**src/opm_pkg.sv**
```systemverilog
package opm_pkg;

    localparam int FRAC_BITS = 16;
    localparam int Q_W       = 32;
    localparam int NUM_W     = 65;
    localparam int DEN_W     = 33;
    localparam int DIV_STEPS = 64;
    localparam int DIV_LAT   = DIV_STEPS + 2;
    localparam int PIPE_LAT  = 2 * DIV_LAT + 5;
    localparam int IQ_DEPTH  = 4;
    localparam int OQ_DEPTH  = 2;
    localparam int CFG_AW    = 5;

    localparam logic signed [Q_W-1:0]   Q_MAX  = 32'sh7fffffff;
    localparam logic signed [Q_W-1:0]   Q_MIN  = 32'sh80000000;
    localparam logic signed [NUM_W-1:0] SAT_HI = 65'sd2147483647;
    localparam logic signed [NUM_W-1:0] SAT_LO = -65'sd2147483648;

    typedef enum logic [2:0] {
        REG_LEFT   = 3'd0,
        REG_RIGHT  = 3'd1,
        REG_BOTTOM = 3'd2,
        REG_TOP    = 3'd3,
        REG_NEAR   = 3'd4,
        REG_FAR    = 3'd5,
        REG_ASPECT = 3'd6
    } t_reg_idx;

    typedef struct packed {
        logic signed [Q_W-1:0] left;
        logic signed [Q_W-1:0] right;
        logic signed [Q_W-1:0] bottom;
        logic signed [Q_W-1:0] top;
        logic signed [Q_W-1:0] near_plane;
        logic signed [Q_W-1:0] far_plane;
        logic signed [Q_W-1:0] aspect;
    } t_cfg;

    typedef struct packed {
        logic signed [Q_W-1:0] x;
        logic signed [Q_W-1:0] y;
        logic signed [Q_W-1:0] z;
    } t_eye;

    typedef struct packed {
        logic signed [Q_W-1:0] e0;
        logic signed [Q_W-1:0] e2;
        logic signed [Q_W-1:0] e5;
        logic signed [Q_W-1:0] e6;
        logic signed [Q_W-1:0] e10;
        logic signed [Q_W-1:0] e11;
        logic                  fault;
    } t_result;

    // Clamp a wide signed value to the 32-bit range.
    function automatic logic signed [Q_W-1:0] sat32(input logic signed [NUM_W-1:0] v);
        logic signed [Q_W-1:0] r;
        if (v > SAT_HI) begin
            r = Q_MAX;
        end else if (v < SAT_LO) begin
            r = Q_MIN;
        end else begin
            r = v[Q_W-1:0];
        end
        return r;
    endfunction

endpackage

```
**src/opm_front.sv**
```systemverilog
module opm_front (
    input  logic          i_clk,
    input  logic          i_rst_n,
    input  logic          i_push,
    output logic          o_full,
    input  opm_pkg::t_eye i_eye,
    input  logic          i_pop,
    output logic          o_nempty,
    output opm_pkg::t_eye o_eye
);
    import opm_pkg::*;

    localparam int AW = $clog2(IQ_DEPTH);
    localparam int CW = $clog2(IQ_DEPTH + 1);

    t_eye            r_mem [IQ_DEPTH];
    logic [AW-1:0]   r_wr_ptr;
    logic [AW-1:0]   r_rd_ptr;
    logic [CW-1:0]   r_cnt;
    logic            s_wr;
    logic            s_rd;

    assign o_full   = (r_cnt == CW'(IQ_DEPTH));
    assign o_nempty = (r_cnt != '0);
    assign o_eye    = r_mem[r_rd_ptr];
    assign s_wr     = i_push & ~o_full;
    assign s_rd     = i_pop & o_nempty;

    always_ff @(posedge i_clk) begin
        if (s_wr) begin
            r_mem[r_wr_ptr] <= i_eye;
        end
    end

    always_ff @(posedge i_clk) begin
        if (!i_rst_n) begin
            r_wr_ptr <= '0;
            r_rd_ptr <= '0;
            r_cnt    <= '0;
        end else begin
            if (s_wr) begin
                r_wr_ptr <= r_wr_ptr + 1'b1;
            end
            if (s_rd) begin
                r_rd_ptr <= r_rd_ptr + 1'b1;
            end
            unique case ({s_wr, s_rd})
                2'b10:   r_cnt <= r_cnt + 1'b1;
                2'b01:   r_cnt <= r_cnt - 1'b1;
                default: r_cnt <= r_cnt;
            endcase
        end
    end

endmodule

```
**config.mk**
```make
export PLATFORM = sky130hd
export DESIGN_NAME = opm_front
export DESIGN_NICKNAME = d
export VERILOG_FILES = /design/src/opm_pkg.sv /design/src/opm_front.sv
export SDC_FILE = /design/constraint.sdc
export NUM_CORES = 1
export LEC_CHECK = 0
export ABC_AREA = 0
export BUFFER_PORTS_ARGS = -buffer_cell sky130_fd_sc_hd__clkbuf_2
export CORE_AREA = 4 4 195 150
export CTS_BUF_LIST = sky130_fd_sc_hd__clkbuf_8
export DETAILED_ROUTE_END_ITERATION = 6
export DIE_AREA = 0 0 199 154
export PLACE_DENSITY = 0.77
export SYNTH_ARGS = -nofsm -noshare
export SYNTH_HDL_FRONTEND = slang
export SYNTH_SLANG_ARGS = --single-unit
```
**constraint.sdc**
```tcl
create_clock -name i_clk -period 3.7 [get_ports i_clk]
set_input_delay 0.555 -clock i_clk [delete_from_list [all_inputs] [get_ports i_clk]]
set_output_delay 0.555 -clock i_clk [all_outputs]
set_load 0.05 [all_outputs]
```
==> impl_results.md <==
- Status: finished clean
- Post-synth cell types: 23
- Sink Count: 393
- DRC viols: 0
- Yosys warns: 0
- I/O pin count: 198
- Min cycle time layout: 3.03 ns
- Die width: roughly 200 um
- Root Driver: clkbuf_8
- CTS tree: yes
- GPL Wtd Cong: roughly 0.73
- First-pass DRT Iterations: 4
- Reg2Reg Depth: 4
- Vias in the first global route: around 7200
- First-pass GRT wire length: between 40000 and 50000 um
- CTS Buf Count: 56
- Vias/cell: about 5.5
- Initial antenna violation count: 2
- Core area: roughly 0.027 mm^2
- Synth area leader: edfxtp_1
- Via Count: approximately 6500
- CP max-delay cell: dfxtp_4
- Crit start category: flip-flop
- Post-synth top area share: approximately 80%
- Sequential share of the synthesized area: around four fifths
- Min-delay src: i_eye[75]
- Hold Buf Count CTS: 0
- Worst Path Arrival: roughly 2.5 ns
- Avg Cell Area, Syn: 25.9 um^2
- Hold endpoint: r_mem[3][75]
- Gr ovfl total: 0
- Syn-to-layout area delta: 16.9%
- Max Clk Rate: between 300 and 400 MHz
- Post-cts resize count: 0
- Layout Utilization: 61.1%
- CP Max Fanout: 41
- Final setup viols: 0
- Commonest non-fill, non-tap cell in the layout: edfxtp_1
- Worst path bufs/invs: 2
- H-tree depth: 2
- Syn Std Cell Area: 0.0143 mm^2
- NumNets Final: roughly 900
- Overall Global Routing Usage: 18.1%
- Skew final: 0.0157 ns
- Fraction of layout cells with a size suffix above 1: approximately 45%
- Most frequent cells in the layout: edfxtp_1 (384), clkbuf_2 (197), mux4_2 (96)
- Critical path required time: roughly 3.1 ns
- Leak: 5.73 nW
- Starting DRC count in detailed routing: ~370
- Clk pin slew, worst setup/hold paths: around 0.070 ns
- R2R Path Start: r_cnt[0]
- Critical path endpoint category: output pin
- Syn nets: 660
- Drt wl/cell: 22.8 um
- Hold Path Depth: 1
- FF-to-FF setup slack: ~1.3 ns
- Die H: 154 um
- Clock Path Buffers: 3
- Max incr delay on CP: between 0.6 and 0.7 ns
- Final hold viol count: 0
- Synth area leaders: edfxtp_1 (80%), mux4_2 (15%), dfxtp_1 (1.3%)
- Worst reg2reg path endpoint: r_mem[0][44]
- Period Utilization, post-route: approximately four fifths
- Max VDD drop: 562 uV
- Final wirelength: roughly 27000 um
- Min-Delay Path Class: in -> reg
- Count of pins over their slew limit: 0
- # rows: 53
- Post-CTS setup buffer count: 0
- Power Density: ~750 mW/mm^2
- Ant diodes: 0
- Dpl hpwl: roughly 17000 um
- Die Area: just over 0.03 mm^2
- Delay-heaviest family, CP: buffers and inverters
- Slew headroom: 54.6%
- Largest net degree at the start of global routing: 53
- Initial Util: around 52%
- Setup TNS Final: 0 ns
- Port Buf Inserts: 197
- Cells after synthesis: about 550
- Flops & latches, synth: slightly below 400
- Detail Route Antenna Nets: 0
- Max Cap Viol: 0
- Clk Latency, worst-skew pair: 0.57 ns
- Tightest Pin Transition: a little under 0.7 ns
- RSZ-0062 raised after global routing: false
- Critical path type: reg -> out
- Worst path cell trace: buf_12 > mux4_2 > clkbuf_2
## cell usage after synthesis
library cell / n
clkbuf_1: 7
buf_6: 1
mux2i_1: 2
fa_1: 1
edfxtp_1: 384
nor3b_1: 1
buf_8: 4
nor2b_1: 3
buf_12: 1
and2_1: 7
o311ai_0: 1
xor2_1: 1
inv_1: 6
xnor2_1: 3
or3_1: 2
buf_2: 11
ha_1: 5
o21ai_0: 2
o31a_1: 1
dfxtp_1: 9
nand2_1: 5
a21boi_0: 1
mux4_2: 96
## registers in the layout, summed over array words and instances, names as in the netlist, named ones only
register	cells
r_cnt	3
r_mem	384
r_rd_ptr	2
r_wr_ptr	2
## where the power goes
part           switching [mW]  internal (mW)
sequential              0.196           5.37
combinational            2.85           1.26
clock                    1.51           1.43
## worst register-to-register path, delay by kind of cell (launching register included)
family	cells	cell delay, ns
buf+inv	1	0.44
flops	1	0.43
simple gates	3	1.18
## per-stage QoR
step,hold WS [ns],area [um^2],instances,worst slack (ns),total power [mW]
4_1_cts,0.129,16800,1199,0.571,12.8
5_1_grt,0.132,16800,1199,0.472,13.2
2_1_floorplan,0.468,14300,554,0.527,8.91
6_report,0.190,16800,1199,0.674,12.6
3_3_place_gp,0.475,15800,1097,1.23,9.77
3_5_place_dp,0.516,15800,1097,1.15,9.86
## kinds of logic (layout without fill, tap and decap cells)
group | Yosys count | after routing | share of synthesized area [%]
buf+inv | 30 | 318 | 1.36
simple gates | 18 | 18 | 0.707
mux | 98 | 98 | 15.2
xor+xnor | 4 | 4 | 0.244
flops | 393 | 393 | 81.7
fa+ha+maj | 6 | 6 | 0.576
compound gates | 5 | 5 | 0.244
## worst max-delay path by stage
stage | cells after the start | slack (ns) | end
global placement | 4 | 1.23 | r_mem[0][44]
floorplan | 10 | 0.53 | r_cnt[2]
finish | 3 | 0.67 | o_eye[61]
global route | 3 | 0.47 | o_eye[61]
CTS | 3 | 0.57 | o_eye[61]
detailed placement | 4 | 1.15 | r_mem[0][44]
## area by class of cell
class                      count  area, um^2
tap                          357         447
fill                        1890       10700
timing repair buffer         210        1160
multi-input combinational    131        2450
clock buffer                  57         785
clock inverter                45         186
sequential                   393       11700
inverter                       6        22.5
## metal layers
layer  wire length, um  part of all wire [%]  GRT usage [%]  up-vias
li1                  -                     -              -     2875
met1             10800                    39           23.9     3391
met2             13700                    50           29.7      231
met3              2310                   8.5           5.89       43
met4               465                   1.7           4.59        4
met5                26                 0.095              0        -
Power figures use the tool's default switching activity.
